## src/design/tube_profile_interp_window_top_assert.svh

```systemverilog
// assertion macros for the corridor profile table
`ifndef TUBE_PROFILE_INTERP_WINDOW_TOP_ASSERT_SVH
`define TUBE_PROFILE_INTERP_WINDOW_TOP_ASSERT_SVH

// consequent checked in the same cycle
`define TPIW_ASSERT_SAME(lbl, clk, rst_n, ante, cons, msg) \
    lbl: assert property (@(posedge clk) disable iff (!rst_n) (ante) |-> (cons)) \
        else $error(msg);

// consequent checked in the cycle after the antecedent
`define TPIW_ASSERT_NEXT(lbl, clk, rst_n, ante, cons, msg) \
    lbl: assert property (@(posedge clk) disable iff (!rst_n) (ante) |=> (cons)) \
        else $error(msg);

`endif

```

## src/design/tpiw_pkg.sv

```systemverilog
// ----------------------------------------------------------------------------
// tpiw_pkg
// types and constants shared by the corridor profile table modules
// ----------------------------------------------------------------------------
`default_nettype none

package tpiw_pkg;

    localparam logic [1:0] CMD_CLEAR  = 2'd0;
    localparam logic [1:0] CMD_LOAD   = 2'd1;
    localparam logic [1:0] CMD_POINT  = 2'd2;
    localparam logic [1:0] CMD_WINDOW = 2'd3;

    localparam logic [1:0] ST_OK    = 2'd0;
    localparam logic [1:0] ST_FEW   = 2'd1;
    localparam logic [1:0] ST_FAIL  = 2'd2;

    localparam logic signed [31:0] Q_ONE = 32'sd65536;
    localparam logic [16:0] OPEN_ONE = 17'd65536;

    localparam int FRAC_BITS = 30;
    localparam int MUL_A_W   = 33;
    localparam int MUL_B_W   = 16;

    typedef struct packed {
        logic signed [31:0] pos;
        logic signed [31:0] lower;
        logic signed [31:0] upper;
        logic signed [31:0] lower_slope;
        logic signed [31:0] upper_slope;
        logic [16:0]        openness;
        logic signed [31:0] regularity;
        logic               certified;
    } t_sample;

endpackage

`default_nettype wire

```

## src/design/tpiw_div.sv

```systemverilog
// ----------------------------------------------------------------------------
// tpiw_div
// restoring divider, one quotient bit per cycle, fraction num/den in Q0.30
// ----------------------------------------------------------------------------
`default_nettype none

module tpiw_div
    import tpiw_pkg::*;
(
    input  wire logic                 i_clk,
    input  wire logic                 i_rst_n,
    input  wire logic                 i_start,
    input  wire logic [32:0]          i_num,
    input  wire logic [32:0]          i_den,
    output logic                      o_done,
    output logic [FRAC_BITS-1:0]      o_quot
);

    logic [32:0]          r_rem;
    logic [32:0]          r_den;
    logic [FRAC_BITS-1:0] r_quot;
    logic [4:0]           r_cnt;
    logic                 r_busy;
    logic                 r_done;
    logic [33:0]          rem_sh;
    logic [33:0]          rem_sub;
    logic                 take;

    assign rem_sh  = {r_rem, 1'b0};
    assign rem_sub = rem_sh - {1'b0, r_den};
    assign take    = rem_sh >= {1'b0, r_den};

    always_ff @(posedge i_clk) begin
        if (!i_rst_n) begin
            r_busy <= 1'b0;
            r_done <= 1'b0;
            r_cnt  <= '0;
        end else begin
            r_done <= 1'b0;
            if (i_start) begin
                r_busy <= 1'b1;
                r_cnt  <= '0;
            end else if (r_busy) begin
                r_cnt <= r_cnt + 5'd1;
                if (r_cnt == 5'(FRAC_BITS - 1)) begin
                    r_busy <= 1'b0;
                    r_done <= 1'b1;
                end
            end
        end
    end

    always_ff @(posedge i_clk) begin
        if (i_start) begin
            r_rem  <= i_num;
            r_den  <= i_den;
            r_quot <= '0;
        end else if (r_busy) begin
            r_rem  <= take ? rem_sub[32:0] : rem_sh[32:0];
            r_quot <= {r_quot[FRAC_BITS-2:0], take};
        end
    end

    assign o_done = r_done;
    assign o_quot = r_quot;

endmodule

`default_nettype wire

```

## config.mk

```make
export PLATFORM = sky130hd
export DESIGN_NAME = tpiw_div
export DESIGN_NICKNAME = d
export VERILOG_FILES = /design/src/design/tube_profile_interp_window_top_assert.svh /design/src/design/tpiw_pkg.sv /design/src/design/tpiw_div.sv
export SDC_FILE = /design/constraint.sdc
export NUM_CORES = 1
export LEC_CHECK = 0
export ABC_AREA = 1
export BUFFER_PORTS_ARGS = -buffer_cell sky130_fd_sc_hd__buf_2
export CORE_UTILIZATION = 45
export CTS_CLUSTER_SIZE = 8
export DETAILED_ROUTE_END_ITERATION = 16
export PLACE_DENSITY_LB_ADDON = 0.25
export SYNTH_ARGS = -nofsm -noshare
export SYNTH_HDL_FRONTEND = slang
export SYNTH_SLANG_ARGS = --single-unit
export TNS_END_PERCENT = 5
```

## constraint.sdc

```tcl
create_clock -name i_clk -period 3.9 [get_ports i_clk]
set_input_delay 0.195 -clock i_clk [delete_from_list [all_inputs] [get_ports i_clk]]
set_output_delay 0.195 -clock i_clk [all_outputs]
set_load 0.02 [all_outputs]
```

# Yosys cells after proc, flatten, opt, wreduce, memory -nomap -nowiden
# Index checks and enable logic that the tools add are counted.
# word_totals
ff_bits	103
wordCells	22
# classes
addsub	2
order_cmp	1
eq_ne	1
n_mux	7
n_bitwise	2
reduce_logical	3
# op_table
operator	count
$mux 33	3
$ge 34x33->1	1
$sub 33x33->33	1
$add 5x1->5 const B	1
$eq 5x5->1 const B	1
$mux 1	4
$reduce_or 3->1	1
$not 1->1	2
$reduce_bool 2->1	1
$reduce_or 2->1	1

# Longest topological paths before layout
# depth
word_depth	4
ltp_mapped	16
mapped_depth_nobuf	16

# Least setup slack after synthesis
# Ideal clock, no wire load.
# synth_path
kind	flip-flop to flip-flop
from	register r_busy
to	register r_rem[0] (enable)
t_arrival_ns	1.845
required_time_ns	3.489
path_slack_ns	1.644
path_stages_with_launch	5
path_buffers	2
cell_sequence	dfxtp_1 clkbuf_1 nor2_1 inv_1 clkbuf_1
# synth_between
elab_chain_cells	1
# synth_lines
item	line_no	rtl
from (decl)	tpiw_div.sv:23	logic r_busy;
from (signal assigned)	tpiw_div.sv:35	r_busy <= 1'b0;
from (signal assigned)	tpiw_div.sv:41	r_busy <= 1'b1;
from (signal assigned)	tpiw_div.sv:46	r_busy <= 1'b0;
$reduce_bool 2->1 (no source line)	--	
to (signal assigned)	tpiw_div.sv:55	r_rem <= i_num;
to (signal assigned)	tpiw_div.sv:59	r_rem <= take ? rem_sub[32:0] : rem_sh[32:0];
to (decl)	tpiw_div.sv:19	logic [32:0] r_rem;
# Every way passes these cells.
# A chain may end at the register's enable or synchronous reset.

# Worst setup path in the final report
# layout_path
from	register r_rem[7]
to	register r_rem[11] (data pin)
# layout_between
elab_chain_cells	4
word_cells_on_any_way	5
# layout_lines
item	line_no	rtl
$sub 33x33->33 / $ge 34x33->1 (equally long branches)	tpiw_div.sv:30, tpiw_div.sv:31	
$mux 33 *	tpiw_div.sv:59	
$mux 33 *	tpiw_div.sv:58	end else if (r_busy) begin
$mux 33 *	tpiw_div.sv:54	if (i_start) begin
# Mark *: on every way between the ends. The rest lies on a longest branch, timed or not. The select of a mux whose other input is x is not followed.

==> metrics.txt <==
# TYPE chip_impl_metric gauge
chip_impl_metric{name="setup.reg_to_reg.worst_slack",unit="ns"} 1.13
chip_impl_metric{name="placeableCoreArea",unit="um^2"} 14700
chip_impl_metric{name="hpwl",unit="mm"} 12.87
chip_impl_info{name="critical_path_class",value="reg2reg"} 1
chip_impl_metric{name="timing.critical_path.fanout_max",unit=""} 34
chip_impl_metric{name="yosysUniqueCellTypes",unit=""} 34
chip_impl_metric{name="p_leak",unit="uW"} 0.004209
chip_impl_metric{name="postSynthRegisterBits",unit=""} 103
chip_impl_metric{name="fp-row-count",unit=""} 44
chip_impl_metric{name="synth_xor_xnor_area_share",unit=""} 0.01912
chip_impl_metric{name="synth.avg_cell_area",unit="um^2"} 7.055
chip_impl_info{name="cts_tree",value="built"} 1
chip_impl_metric{name="synth_warnings",unit=""} 0
chip_impl_metric{name="layout-area-overhead-vs-synth",unit="%"} 17.52
chip_impl_metric{name="floorplan.die.width",unit="um"} 125.6
chip_impl_metric{name="buffer_levels_on_the_longest_clock_path",unit=""} 2
chip_impl_info{name="cts-root-buf",value="clkbuf_16"} 1
chip_impl_metric{name="synth_area",unit="um^2"} 6872
chip_impl_metric{name="synth_async_sr_flop_share",unit=""} 0
chip_impl_metric{name="final_hold_viol_count",unit=""} 0
chip_impl_metric{name="synth_mux_area_frac",unit=""} 0
chip_impl_metric{name="synth-compound-area-share",unit=""} 0.04734
chip_impl_metric{name="slew_headroom",unit=""} 0.3542
chip_impl_metric{name="worst_hold_slack",unit="ns"} 0.01513
chip_impl_metric{name="setup_violations",unit=""} 0
chip_impl_metric{name="yosysSeqAreaShare",unit=""} 0.3962
chip_impl_metric{name="filler_cell_count",unit=""} 1483
chip_impl_metric{name="remaining_drc_errors",unit=""} 2
chip_impl_info{name="leading_post_synthesis_cells_by_cell_area",value="edfxtp_1, nand2_1, dfxtp_1, inv_1, ha_1"} 1
chip_impl_metric{name="worstMarginPinSlew",unit="ns"} 0.9663
chip_impl_info{name="synth_top_family_by_area",value="simple AND/OR/NAND/NOR gates"} 1
chip_impl_metric{name="max_freq",unit="GHz"} 0.3609
chip_impl_metric{name="number_of_diodes_added_for_antenna_fixing",unit=""} 0
chip_impl_metric{name="global_route.overflow_total",unit=""} 0
chip_impl_info{name="worstSetupEndpointType",value="flop"} 1
chip_impl_metric{name="die_h",unit="um"} 125.6
chip_impl_metric{name="worst_setup_hold_path_clk_slew",unit="ns"} 0.08
chip_impl_metric{name="drt_wl_total",unit="mm"} 17.01
chip_impl_metric{name="drv_cap",unit=""} 0
chip_impl_metric{name="fin_crit_share",unit=""} 0.7105
chip_impl_metric{name="gpl_congestion",unit=""} 0.9272
chip_impl_metric{name="cts_sinks",unit=""} 103
chip_impl_metric{name="report.final.slew_viol_count",unit=""} 0
chip_impl_metric{name="antenna_found_initial",unit=""} 0
chip_impl_metric{name="htreeDepth",unit=""} 3
chip_impl_metric{name="drt_first_iter_violations",unit=""} 409
chip_impl_info{name="ys_dominant_reg_cell",value="edfxtp_1"} 1
chip_impl_metric{name="postLayoutCoreUtil",unit=""} 0.5494
chip_impl_metric{name="num_vias",unit=""} 6159
chip_impl_info{name="run_status",value="complete, but fails checks"} 1
chip_impl_metric{name="synthAdderAreaFrac",unit=""} 0.06664
chip_impl_metric{name="synth_enable_flop_cells",unit=""} 66
chip_impl_metric{name="synth_area_in_simple_gates",unit=""} 0.3445
chip_impl_info{name="worstSetupStartpointType",value="flop"} 1
chip_impl_metric{name="dieArea",unit="um^2"} 15770
chip_impl_info{name="worstHoldPathType",value="in2reg"} 1
chip_impl_metric{name="synthDominantCellAreaShare",unit=""} 0.2884
chip_impl_metric{name="boundaryPins",unit=""} 100
chip_impl_info{name="grt_setup_unrepaired",value="false"} 1
chip_impl_metric{name="timing.final.crit_period",unit="ns"} 2.771
chip_impl_metric{name="worst_ir_drop_vdd",unit="mV"} 0.3196
chip_impl_metric{name="drtPass1Iterations",unit=""} 11
chip_impl_metric{name="vias_in_the_first_global_route",unit=""} 6001
chip_impl_metric{name="wl_per_cell",unit="um"} 13.29
chip_impl_metric{name="track_usage",unit=""} 0.2290
chip_impl_metric{name="grt_pass1_wl",unit="mm"} 28.72
chip_impl_info{name="synth_top_cell_by_area",value="edfxtp_1"} 1
chip_impl_metric{name="cts_inserted_buffers",unit=""} 9
chip_impl_metric{name="clock_latency_of_the_later_clocked_register_in_the_worst_skew_pair",unit="ns"} 0.37
chip_impl_metric{name="syn-num-nets",unit=""} 1079
chip_impl_metric{name="fraction_of_final_layout_cells_sized_beyond_drive_strength_1",unit=""} 0.1232
chip_impl_info{name="failed_checks",value="design-rule violations"} 1
chip_impl_metric{name="powerDensity",unit="nW/um^2"} 481.1
chip_impl_metric{name="route.antenna.remaining_nets",unit=""} 0
chip_impl_metric{name="fin_setup_tns",unit="ns"} 0
chip_impl_metric{name="fin_worst_skew",unit="ns"} 0.01546
chip_impl_metric{name="start_util",unit=""} 0.4675
chip_impl_metric{name="place.port_buffers",unit=""} 99
chip_impl_info{name="post-synth-top-count-cell",value="nand2_1"} 1
chip_impl_metric{name="synthesis.instances",unit=""} 974
chip_impl_metric{name="grt_max_degree",unit=""} 41
chip_impl_metric{name="number_of_nets_in_the_layout",unit=""} 1196
chip_impl_metric{name="avgViaCountPerCell",unit=""} 4.812
chip_impl_metric{name="critPathRequiredTime",unit="ns"} 4.02
chip_impl_info{name="synth_common_cells",value="nand2_1, inv_1, edfxtp_1"} 1
chip_impl_metric{name="timing.critical_path.arrival",unit="ns"} 2.89
## placed cells by master, fill, tap and decap left out, drive strengths merged
| master | n |
|---|---|
| edfxtp | 66 |
| nand2 | 366 |
| fa | 1 |
| o211a | 1 |
| buf | 105 |
| clkinv | 2 |
| or2 | 2 |
| a211oi | 1 |
| nor4 | 1 |
| dfxtp | 37 |
| xnor2 | 13 |
| nor2 | 51 |
| ha | 35 |
| nand3b | 39 |
| inv | 203 |
| o21bai | 1 |
| and2 | 8 |
| clkbuf | 9 |
| o22ai | 28 |
| a21oi | 23 |
| nand4 | 4 |
| nor3b | 3 |
| nand3 | 60 |
| o21ai | 2 |
| xor2 | 2 |
| nor3 | 9 |
| dlygate4sd3 | 24 |
## where the power goes
part / internal (uW) / switching, uW / leakage [uW]
Combinational: 570 / 1000 / 0.00310
Clock: 473 / 487 / 0.000155
Sequential: 1300 / 53.5 / 0.000957
Total: 2340 / 1540 / 0.00421
## final timing paths
path / from / to / cells past startpoint
hold reg to reg: o_quot[29]$_SDFFE_PP0P_ / o_quot[29]$_SDFFE_PP0P_ / 2
hold / removal: i_den[27] / r_den[27]$_DFFE_PP_ / 1
setup reg to reg: r_rem[7]$_DFFE_PP_ / r_rem[11]$_DFFE_PP_ / 12
setup / recovery: r_rem[7]$_DFFE_PP_ / r_rem[11]$_DFFE_PP_ / 12
## stage by stage
stage / setup slack, ns / cell area, um^2 / total power [uW] / std cells
final: 1.129 / 8075 / 3885 / 1280
after global routing: 0.8493 / 8075 / 4189 / 1280
after CTS: 1.146 / 8075 / 3904 / 1280
after detailed placement: 1.156 / 7518 / 2913 / 1240
after global placement: 1.195 / 7518 / 2906 / 1240
after floorplan: 1.644 / 6872 / 2553 / 974
## cells by family after synthesis
kind of cell / Yosys count
and+or+nand+nor: 543
buffers and inverters: 221
DFF: 103
AOI/OAI and AO/OA: 56
adders and majority gates: 36
xor gates and xnor gates: 15
## state kept, by name, indices dropped and copies added, names as in the netlist
register	cells
r_rem	33
o_done	1
r_cnt	5
r_den	33
r_busy	1
o_quot	30
## critical path, cell delays in order (launching register included)
cell	delay, ns
edfxtp_1	0.41
ha_1	0.38
nand2_1	0.13
nor2_1	0.19
nand3_1	0.11
nand3_2	0.12
nand2_1	0.08
nand2_1	0.10
nand2_2	0.28
nand2_4	0.44
nand2_1	0.09
nand3_1	0.10
nand2_1	0.05
## per-layer routing
| layer | part of all wire | vias to the layer above | global-route usage |
|---|---|---|---|
| li1 | - | 3273 | - |
| met1 | 0.49 | 2701 | 0.3141 |
| met2 | 0.42 | 161 | 0.3546 |
| met3 | 0.055 | 24 | 0.05178 |
| met4 | 0.025 | 0 | 0.07891 |
| met5 | 0 | - | 0 |
## cell type report
type	count	area, um^2	share of cell area
Clock buffer	9	225.2	0.02789
Timing Repair Buffer	129	780.7	0.09668
Inverter	198	743.2	0.09204
Multi-Input combinational cell	650	3282	0.4064
Clock inverter	7	91.34	0.01131
Tap cell	184	230.2	0.02851
Sequential cell	103	2723	0.3372
## repair_timing
action / CTS / global route
setup endpoints to repair: 0 / 0
hold buffers: 24 / 0
gates resized for setup: 0 / 0
buffers inserted: 0 / 0
hold endpoints to repair: 24 / 0
Power figures use the tool's default switching activity.
