**config.mk**
```make
export PLATFORM = sky130hd
export DESIGN_NAME = tpiw_mul
export DESIGN_NICKNAME = d
export VERILOG_FILES = /design/src/design/tube_profile_interp_window_top_assert.svh /design/src/design/tpiw_pkg.sv /design/src/design/tpiw_mul.sv
export SDC_FILE = /design/constraint.sdc
export NUM_CORES = 1
export LEC_CHECK = 0
export BUFFER_PORTS_ARGS = -buffer_cell sky130_fd_sc_hd__clkbuf_2
export CORE_MARGIN = 2
export CORE_UTILIZATION = 33
export CTS_BUF_LIST = sky130_fd_sc_hd__clkbuf_2
export DETAILED_ROUTE_END_ITERATION = 12
export PLACE_DENSITY = 0.46
export SETUP_SLACK_MARGIN = 0.5
export SYNTH_ARGS = -nofsm -noshare
export SYNTH_HDL_FRONTEND = slang
export SYNTH_SLANG_ARGS = --single-unit
```
**constraint.sdc**
```tcl
create_clock -name i_clk -period 8.41 [get_ports i_clk]
set_clock_uncertainty 0.1 [all_clocks]
set_input_delay 0.4205 -clock i_clk [delete_from_list [all_inputs] [get_ports i_clk]]
set_output_delay 0.4205 -clock i_clk [all_outputs]
set_load 0.02 [all_outputs]
```
**src/design/tube_profile_interp_window_top_assert.svh**
```systemverilog
// assertion macros for the corridor profile table
`ifndef TUBE_PROFILE_INTERP_WINDOW_TOP_ASSERT_SVH
`define TUBE_PROFILE_INTERP_WINDOW_TOP_ASSERT_SVH

// consequent checked in the same cycle
`define TPIW_ASSERT_SAME(lbl, clk, rst_n, ante, cons, msg) \
    lbl: assert property (@(posedge clk) disable iff (!rst_n) (ante) |-> (cons)) \
        else $error(msg);

// consequent checked in the cycle after the antecedent
`define TPIW_ASSERT_NEXT(lbl, clk, rst_n, ante, cons, msg) \
    lbl: assert property (@(posedge clk) disable iff (!rst_n) (ante) |=> (cons)) \
        else $error(msg);

`endif

```
**src/design/tpiw_pkg.sv**
```systemverilog
// ----------------------------------------------------------------------------
// tpiw_pkg
// types and constants shared by the corridor profile table modules
// ----------------------------------------------------------------------------
`default_nettype none

package tpiw_pkg;

    localparam logic [1:0] CMD_CLEAR  = 2'd0;
    localparam logic [1:0] CMD_LOAD   = 2'd1;
    localparam logic [1:0] CMD_POINT  = 2'd2;
    localparam logic [1:0] CMD_WINDOW = 2'd3;

    localparam logic [1:0] ST_OK    = 2'd0;
    localparam logic [1:0] ST_FEW   = 2'd1;
    localparam logic [1:0] ST_FAIL  = 2'd2;

    localparam logic signed [31:0] Q_ONE = 32'sd65536;
    localparam logic [16:0] OPEN_ONE = 17'd65536;

    localparam int FRAC_BITS = 30;
    localparam int MUL_A_W   = 33;
    localparam int MUL_B_W   = 16;

    typedef struct packed {
        logic signed [31:0] pos;
        logic signed [31:0] lower;
        logic signed [31:0] upper;
        logic signed [31:0] lower_slope;
        logic signed [31:0] upper_slope;
        logic [16:0]        openness;
        logic signed [31:0] regularity;
        logic               certified;
    } t_sample;

endpackage

`default_nettype wire

```
**src/design/tpiw_mul.sv**
```systemverilog
// ----------------------------------------------------------------------------
// tpiw_mul
// shared 33 x 16 unsigned multiplier with registered product
// ----------------------------------------------------------------------------
`default_nettype none

module tpiw_mul
    import tpiw_pkg::*;
(
    input  wire logic                         i_clk,
    input  wire logic [MUL_A_W-1:0]           i_a,
    input  wire logic [MUL_B_W-1:0]           i_b,
    output logic      [MUL_A_W+MUL_B_W-1:0]   o_p
);

    logic [MUL_A_W+MUL_B_W-1:0] r_p;

    always_ff @(posedge i_clk) begin
        r_p <= (MUL_A_W+MUL_B_W)'(i_a) * (MUL_A_W+MUL_B_W)'(i_b);
    end

    assign o_p = r_p;

endmodule

`default_nettype wire
```
# After elaboration in Yosys (flattened, before gate mapping)
# Index checks and enable logic that the tools add are counted.
word_totals:
  ff_bits: 49
  latch_bits: 0
  ram_bits: 0
  rom_bits: 0
  input_bits: 50
  word_cells: 2
  memories: 0
op_classes:
  addsub: 0
  n_mul: 1
  n_div: 0
  magnitude_cmp: 0
  n_eq_ne: 0
  n_shift: 0
  mux: 0
  bitwise_logic: 0
  reduce_logical: 0
op_table:
  columns: ["op", "n"]
  rows:
  - ["multiplier 33 x 16 -> 49 bit", 1]

# Longest topological paths before layout
# Gate-level depths: netlist (run 1).
logic_depth:
  depth_word: 1
  depth_mapped: 25

# Worst setup path after synthesis (run 1)
# OpenSTA, ideal clock, no wires.
synth_path:
  kind: "in2reg"
  start: "input i_a[30]"
  end: "register r_p[48], in the netlist o_p[48]"
  setup_time_ps: 91
  arrival_ps: 6091
  required_ps: 8219
  path_slack_ps: 2128
  cell_stages: 24
  path_buffers: 2
  path_cell_list: "clkbuf_1 -> nand2_1 -> fa_1 -> inv_1 -> fa_1 -> inv_1 -> fa_1 -> inv_1 -> fa_1 -> fa_1 -> inv_1 -> fa_1 -> inv_1 -> ha_1 -> buf_4 -> nand4_1 -> nor2_1 -> nand3_1 -> or3_1 -> or3_1 -> a31o_1 -> and2_4 -> o211a_1 -> a311oi_1"
synth_between:
  elab_chain_cells: 1
synth_rtl:
  columns: ["item", "line_no", "source"]
  rows:
  - ["start, declared", "tpiw_mul.sv:11", "input wire logic [MUL_A_W-1:0] i_a,"]
  - ["multiplier 33 x 16 -> 49 bit", "tpiw_mul.sv:19", "r_p <= (MUL_A_W+MUL_B_W)'(i_a) * (MUL_A_W+MUL_B_W)'(i_b);"]
  - ["end signal, assigned", "tpiw_mul.sv:19", null]
  - ["end, declared", "tpiw_mul.sv:16", "logic [MUL_A_W+MUL_B_W-1:0] r_p;"]
# No other way between the ends.

# Final worst setup path (run 1)
layout_path:
  start: "input i_b[1]"
  end: "register r_p[48], in the netlist o_p[48]"
layout_between:
  elab_chain_cells: 1
layout_rtl:
  columns: ["item", "line_no", "source"]
  rows:
  - ["start, declared", "tpiw_mul.sv:12", "input wire logic [MUL_B_W-1:0] i_b,"]
  - ["multiplier 33 x 16 -> 49 bit", "tpiw_mul.sv:19", null]
# No other way between the ends.

==> flow_metrics.env, run 1 <==
export IMPL_fp_row_count=84
export IMPL_grt_max_degree=34
export IMPL_yosysWarnings=0
export IMPL_cts_setup_buffers=0
export IMPL_max_slew_margin_pct=30.8
export IMPL_hold_path_cell_count=2
export IMPL_start_kind="input port"
export IMPL_cts_tree="done"
export IMPL_hold_viol=0
export IMPL_synth_common_cells="inv_1, fa_1, nand2_1"
export IMPL_ioPinCount=99
export IMPL_timing_final_crit_share_pct=80.4
export IMPL_nFillCells=5525
export IMPL_synthFlopType="dfxtp_1"
export IMPL_synth_fp_nets=2580
export IMPL_synth_most_common_cell="inv_1"
export IMPL_ctsHoldBuffers=0
export IMPL_cp_required_ps=8770
export IMPL_hold_end="o_p[0]"
export IMPL_grt_pass1_wl_um=80000
export IMPL_core_mm2=0.0528
export IMPL_finalSetupViolCount=0
export IMPL_portBuffers=98
export IMPL_root_buffer="clkbuf_2"
export IMPL_cts_sinks=49
export IMPL_synth_top_area_share_pct=48.9
export IMPL_drv_slew=0
export IMPL_cts_buffer_depth=2
export IMPL_synthDistinctLibCells=59
export IMPL_first_pass_iters=5
export IMPL_hpwl_um=39700
export IMPL_cp_arrival_ps=7120
export IMPL_drt_initial_drc_count=591
export IMPL_ys_seq_area_share_pct=5.55
export IMPL_status="finished, final reports clean"
export IMPL_antenna_found_initial=2
export IMPL_area_growth_pct=5.77
export IMPL_totalNegativeSetupSlack_ps=0
export IMPL_viasPerCell=4.80
export IMPL_routedWlPerCell_um=18.3
export IMPL_yosysTopAreaCell="fa_1"
export IMPL_avgSynthCellArea_um2=8.94
export IMPL_worstSetupPathType="in -> reg"
export IMPL_finalNetCount=2590
export IMPL_max_freq_mhz=148
export IMPL_start_util_pct=33.5
export IMPL_tightest_slew_ps=1040
export IMPL_cts_resized=0
export IMPL_antenna_left=0
export IMPL_cts_htree_levels=2
export IMPL_drc=0
export IMPL_yosys_top_cells_area="fa_1, inv_1, ha_1"
export IMPL_grt_usage_pct=18.5
export IMPL_cts_buffers=5
export IMPL_synthArstFlopShare_pct=0
export IMPL_end_kind="flop"
export IMPL_cp_max_fo=33
export IMPL_die_h_um=235
export IMPL_period_minus_slack_ps=6760
export IMPL_gp_congestion=0.863
export IMPL_die_area_mm2=0.0554
export IMPL_synth_edff_count=0
export IMPL_wl_um=49000
export IMPL_max_cap_viol_count=0
export IMPL_hold_path_class="in -> reg"
export IMPL_vias=12842
export IMPL_syn_area_mm2=0.0177
export IMPL_grt_pass1_vias=14344
export IMPL_die_x_um=235
export IMPL_ys_ff_latch=49
export IMPL_worstHoldStart="i_a[0]"
export IMPL_rsz0062_at_grt="no"
export IMPL_drive_above_1_share_pct=6.09
export IMPL_syn_inst=1977
export IMPL_grt_ovfl_total=0
export IMPL_clk_pin_slew_ps=310
export IMPL_largest_reg_flops=49
==> area by class of cell <==
cell class | instances | area (um2) | area share [%]
Clock buffer | 5 | 25.0 | 0.134
Tap cell | 688 | 861 | 4.60
Antenna cell | 1 | 2.50 | 0.0134
Timing Repair Buffer | 98 | 490 | 2.62
Sequential cell | 49 | 981 | 5.25
Multi-Input combinational cell | 1389 | 14600 | 78.3
Inverter | 444 | 1670 | 8.91
Clock inverter | 3 | 21.3 | 0.114
==> per-layer routing <==
metal / wire length, um / GRT usage, % / vias up
met5: 0 / 0 / -
met4: 490 / 2.35 / 0
met3: 1240 / 1.48 / 30
met2: 26200 / 34.7 / 215
met1: 21100 / 23.6 / 6795
li1: - / - / 5802
==> through the flow <==
step	worst slack, ps	cell area (um2)	utilization [%]	std cells	hold WS, ps
3_3_place_gp	1110	18600	35.3	2668	735
4_1_cts	1700	18700	35.4	2676	313
3_5_place_dp	1050	18600	35.3	2668	736
5_1_grt	1320	18700	35.4	2677	303
6_report	1650	18700	35.4	2677	373
2_1_floorplan	2130	17700	-	1977	442
==> worst max-delay path by stage <==
stage	startpoint	to	slack, ps	cells past startpoint
floorplan	i_a[30]	o_p[48]	2130	24
global placement	i_b[1]	o_p[48]	1110	23
detailed placement	i_b[1]	o_p[48]	1050	23
CTS	i_b[7]	o_p[48]	1700	21
global route	i_b[1]	o_p[48]	1320	23
finish	i_b[1]	o_p[48]	1650	23
==> placed cells by master (no fill, tap or decap), types with 3 or more instances in the layout <==
master	instances
nor3_1	6
nand4_1	8
o21a_1	5
a21oi_1	56
nor2b_1	8
inv_1	444
a211oi_1	3
xor2_1	16
clkbuf_2	103
o21ai_1	3
a31oi_1	7
a311oi_1	3
nand2_1	329
xnor2_1	25
nor2_1	29
o21ai_0	24
o211ai_1	4
nand3_1	14
nand2b_1	4
and2_1	229
o21bai_1	6
dfxtp_1	49
a21o_1	14
ha_1	121
and3_1	4
fa_1	432
==> worst max-delay path, stage by stage <==
cell and delay [ps]:
clkbuf_2 680, nand2_1 180, fa_1 580, inv_1 60, fa_1 530, inv_1 50
fa_1 500, inv_1 50, fa_1 500, fa_1 490, inv_1 50, fa_1 470
inv_1 40, ha_1 420, nand4_1 140, nor2_1 160, nand3_1 130, or3_1 380
or3_1 390, a31o_1 260, and2_4 160, o211a_1 220, a311oi_1 230
==> logic make-up after synthesis <==
family	after synthesis	synth area share, %
and+or+nand+nor	644	17.7
AOI/OAI and AO/OA	151	5.68
xor gates and xnor gates	41	2.03
adders and majority gates	553	57.5
buffers and inverters	539	11.6
DFF	49	5.55
Power of run 1 is not shown: default switching activity piles up to over one toggle a cycle in this logic, so the estimate is an artifact.
==> run 2, diff against run 1 <==
--- a/config.mk
+++ b/config.mk
@@ -10,7 +10,7 @@
 export CORE_UTILIZATION = 33
 export CTS_BUF_LIST = sky130_fd_sc_hd__clkbuf_2
 export DETAILED_ROUTE_END_ITERATION = 12
-export PLACE_DENSITY = 0.46
+export PLACE_DENSITY = 0.48
 export SETUP_SLACK_MARGIN = 0.5
 export SYNTH_ARGS = -nofsm -noshare
 export SYNTH_HDL_FRONTEND = slang
==> constraint.sdc (replaced) <==
create_clock -name i_clk -period 5.8 [get_ports i_clk]
set_clock_uncertainty 0.1 [all_clocks]
set_input_delay 0.29 -clock i_clk [delete_from_list [all_inputs] [get_ports i_clk]]
set_output_delay 0.29 -clock i_clk [all_outputs]
set_load 0.02 [all_outputs]
==> run 2 against run 1 <==
  * Die area unchanged
  * Worst hold slack lost 250 ps
  * Cell count up 12%
  * Non-clock buffer count up 322
  * Highest routed layer unchanged
  * Count of clock-buffer cells in the layout rose by 1
  * Largest cell class unchanged
  * Critical path depth stayed put
==> flow_metrics.env, run 2 (same netlist as run 1, synthesis figures left out) <==
export IMPL_finalSetupViolCount=0
export IMPL_die_x_um=235
export IMPL_grt_pass1_wl_um=84500
export IMPL_end_kind="flop"
export IMPL_holdWs_ps=121
export IMPL_worstSetupPathType="in -> reg"
export IMPL_grt_max_degree=34
export IMPL_gp_congestion=0.845
export IMPL_grt_ovfl_total=0
export IMPL_fp_row_count=84
export IMPL_clk_pin_slew_ps=270
export IMPL_drive_above_1_share_pct=28.5
export IMPL_final_cell_mix="inv_1, fa_1, nand2_1"
export IMPL_multi_input_area_mm2=0.0158
export IMPL_start_util_pct=33.5
export IMPL_die_area_mm2=0.0554
export IMPL_viasPerCell=4.73
export IMPL_grt_pass1_vias=15598
export IMPL_drc=0
export IMPL_cp_required_ps=6160
export IMPL_start_kind="input port"
export IMPL_regArea_um2=981
export IMPL_cts_tree="done"
export IMPL_wl_um=54400
export IMPL_antenna_found_initial=3
export IMPL_period_minus_slack_ps=5780
export IMPL_antenna_left=0
export IMPL_portBuffers=98
export IMPL_area_growth_pct=31.1
export IMPL_cp_arrival_ps=6140
export IMPL_drt_initial_drc_count=593
export IMPL_drv_slew=0
export IMPL_ioPinCount=99
export IMPL_grt_usage_pct=19.4
export IMPL_max_cap_viol_count=0
export IMPL_cts_buffer_depth=2
export IMPL_cp_max_fo=6
export IMPL_status="finished, final reports clean"
export IMPL_routedWlPerCell_um=18.2
export IMPL_first_pass_iters=5
export IMPL_tightest_slew_ps=400
export IMPL_cts_buffers=5
export IMPL_final_common_cell="inv_1"
export IMPL_cts_sinks=49
export IMPL_cts_htree_levels=2
export IMPL_largest_reg_flops=49
export IMPL_vias=14184
export IMPL_die_h_um=235
export IMPL_core_mm2=0.0528
export IMPL_root_buffer="clkbuf_2"
export IMPL_hpwl_um=43600
export IMPL_hold_path_class="in -> reg"
export IMPL_max_slew_margin_pct=73.1
export IMPL_max_freq_mhz=173
export IMPL_timing_final_crit_share_pct=99.6
export IMPL_nFillCells=5162
export IMPL_rsz0062_at_grt="yes"
export IMPL_hold_viol=0
export IMPL_finalNetCount=2912
export IMPL_post_route_util_pct=43.9
[run 2: metrics by stage]
step                cell area [um2]  TNS [ps]  std cells  worst slack, ps
floorplan                     18200      -132       1977            -89.4
global placement              21200    -12830       2935             -694
detailed placement            21200    -13420       2935             -725
CTS                           22300         0       2972              117
global route                  23200     -34.6       2999            -24.3
finish                        23200         0       2999             22.5
[run 2: final timing paths]
path                  startpoint      end  cells after the start
worst max-delay path      i_b[3]  o_p[48]                     23
worst min-delay path      i_b[0]   o_p[0]                      3
[run 2: worst max-delay path, stage by stage]
cell and delay (ps):
buf_12 100, buf_12 120, buf_12 140, and2_4 140, fa_1 540, inv_2 40
fa_2 530, fa_1 440, fa_1 600, fa_1 470, fa_1 540, inv_2 50
ha_4 280, a21oi_4 60, buf_4 140, a211oi_2 200, nand2_1 90, nor4b_4 140
or3_4 410, a31o_1 250, and2_4 150, o211a_1 200, a311oi_1 180
[run 2: cell type report]
| type | instances | area share (%) |
|---|---|---|
| multi-input combinational | 1389 | 68.0 |
| timing repair buffer | 420 | 16.6 |
| inverter | 444 | 7.19 |
| sequential | 49 | 4.23 |
| tap | 688 | 3.71 |
| clock inverter | 2 | 0.146 |
| clock buffer | 6 | 0.130 |
| antenna | 1 | 0.0108 |
[run 2: routing by layer]
metal | GRT usage (%) | routed length, um | vias to the layer above
met2 | 35.1 | 28200 | 305
met4 | 3.76 | 898 | 0
met5 | 0 | 0 | -
li1 | - | - | 6451
met1 | 24.6 | 23300 | 7367
met3 | 2.83 | 2070 | 61
[run 2: timing repair]
item                                    4_1_cts  5_1_grt
buffers inserted                             22       21
gates cloned                                  7        5
hold buffers                                  0        0
pin swaps                                    67       95
gates resized for setup                     162      163
endpoints found under the setup margin       30       30
Power of run 2 is left out for the same reason.
==> run 3, diff against run 2 <==
--- a/config.mk
+++ b/config.mk
@@ -6,11 +6,13 @@
 export NUM_CORES = 1
 export LEC_CHECK = 0
 export BUFFER_PORTS_ARGS = -buffer_cell sky130_fd_sc_hd__clkbuf_2
+export CELL_PAD_IN_SITES_DETAIL_PLACEMENT = 0
+export CELL_PAD_IN_SITES_GLOBAL_PLACEMENT = 2
 export CORE_MARGIN = 2
 export CORE_UTILIZATION = 33
 export CTS_BUF_LIST = sky130_fd_sc_hd__clkbuf_2
 export DETAILED_ROUTE_END_ITERATION = 12
-export PLACE_DENSITY = 0.48
+export PLACE_DENSITY_LB_ADDON = 0.2
 export SETUP_SLACK_MARGIN = 0.5
 export SYNTH_ARGS = -nofsm -noshare
 export SYNTH_HDL_FRONTEND = slang
==> run 3 against run 2 <==
  * Critical path depth is the same
  * Final area shrank 0.71%
  * Sequential share of layout area about the same
  * Die area stayed put
  * Critical path type unchanged
  * The run now ends with setup timing left
  * Highest routed layer unchanged
  * Critical endpoint unchanged
  * Cell count down 0.37%
==> flow_metrics.env, run 3 (same netlist as run 1, synthesis figures left out) <==
export IMPL_hpwl_um=45200
export IMPL_max_cap_viol_count=0
export IMPL_slowest_delay_ps=550
export IMPL_cp_required_ps=6130
export IMPL_first_pass_iters=5
export IMPL_hold_path_class="in -> reg"
export IMPL_cp_slowest_cell="fa_1"
export IMPL_largest_reg_flops=49
export IMPL_die_x_um=235
export IMPL_worstSetupPathType="in -> reg"
export IMPL_status="complete, but fails checks"
export IMPL_grt_pass1_vias=15483
export IMPL_cp_num_buf_inv=6
export IMPL_period_minus_slack_ps=5850
export IMPL_cts_tree="done"
export IMPL_antenna_left=0
export IMPL_finalNetCount=2899
export IMPL_met1_usage_pct=24.9
export IMPL_drt_initial_drc_count=499
export IMPL_grt_pass1_wl_um=84800
export IMPL_violations="setup timing"
export IMPL_cp_arrival_ps=6180
export IMPL_die_h_um=235
export IMPL_max_slew_margin_pct=49.8
export IMPL_vias=14094
export IMPL_drv_slew=0
export IMPL_drc=0
export IMPL_use_met2_pct=36.1
export IMPL_wl_um=56600
export IMPL_drive_above_1_share_pct=27.3
export IMPL_tightest_slew_ps=753
export IMPL_hold_viol=0
export IMPL_finalSetupViolCount=2
export IMPL_gp_congestion=0.804
export IMPL_root_buffer="clkbuf_2"
export IMPL_fp_row_count=84
export IMPL_busiest_layer="met2"
export IMPL_final_common_cell="inv_1"
export IMPL_cts_sinks=49
export IMPL_rsz0062_at_grt="yes"
export IMPL_timing_final_crit_share_pct=101
export IMPL_clk_pin_slew_ps=290
export IMPL_grt_usage_pct=19.5
export IMPL_viasPerCell=4.72
export IMPL_start_util_pct=33.5
export IMPL_core_mm2=0.0528
export IMPL_antenna_found_initial=3
export IMPL_area_growth_pct=30.2
export IMPL_max_freq_mhz=171
export IMPL_grt_util_met3_pct=1.79
export IMPL_final_cell_mix="inv_1, fa_1, nand2_1"
export IMPL_end_kind="flop"
export IMPL_cp_max_fo=10
export IMPL_worst_slack_ps=-52.3
export IMPL_routedWlPerCell_um=18.9
export IMPL_grt_max_degree=28
export IMPL_grt_ovfl_total=0
export IMPL_cpMostUsedCell="fa_1"
export IMPL_critPathTopFamily="adder cells"
export IMPL_nFillCells=5206
export IMPL_portBuffers=98
export IMPL_totalNegativeSetupSlack_ps=-57.4
export IMPL_crit_chain="clkbuf_16, buf_16, and2_4, fa_1, inv_1, fa_1, fa_1, inv_2, fa_2, fa_1, inv_1, fa_1, inv_1, ha_4, nand2_2, o21ai_4, a21oi_2, or3_1, or3_4, a31o_1, and2_4, o211a_1, a311oi_2"
export IMPL_cts_buffers=5
export IMPL_start_kind="input port"
export IMPL_cts_htree_levels=2
export IMPL_die_area_mm2=0.0554
export IMPL_cts_buffer_depth=2
export IMPL_ioPinCount=99
export IMPL_post_route_cell_area_mm2=0.0230
export IMPL_placed_cell_area_mm2=0.0211
[run 3: cell types whose count changed in the layout (fill, tap and decap cells not counted), sizes merged]
cell    before  now
buf        328  316
bufinv       1    0
bufbuf       1    0
diode        1    3
inv        444  445
[run 3: cell type report]
type	count	area (um2)	area share, %
Clock inverter	2	13.8	0.0598
Inverter	444	1670	7.24
Tap cell	688	861	3.74
Antenna cell	3	7.51	0.0326
Timing Repair Buffer	407	3770	16.4
Clock buffer	6	30.0	0.130
Sequential cell	49	981	4.26
Multi-Input combinational cell	1389	15700	68.2
[run 3: timing repair]
action                     CTS  global route
buffers inserted            11            32
gates cloned                 3            13
setup endpoints to repair   25            28
gates resized for setup    100           200
pin swaps                   66           105
hold buffers                 0             0
[run 3: final timing paths]
path / end / start / depth (start not counted) / slack (ps)
worst max-delay path: o_p[48] / i_b[4] / 23 / -50
worst min-delay path: o_p[0] / i_a[0] / 2 / 200
[run 3: routing by layer]
layer | part of all wire [%] | up-vias
li1 | - | 6434
met1 | 43 | 7358
met2 | 52 | 253
met3 | 3.2 | 49
met4 | 1.7 | 0
met5 | 0 | -
[run 3: per-stage QoR]
| stage | utilization (%) | hold slack, ps | instances | setup WS, ps |
|---|---|---|---|---|
| floorplan | - | 312 | 1977 | -89.4 |
| global placement | 39.9 | 608 | 2918 | -704 |
| detailed placement | 39.9 | 608 | 2918 | -786 |
| CTS | 41.3 | 165 | 2940 | 20.6 |
| global route | 43.6 | 171 | 2986 | -162 |
| finish | 43.6 | 202 | 2988 | -52.3 |
Power of run 3 is left out for the same reason.
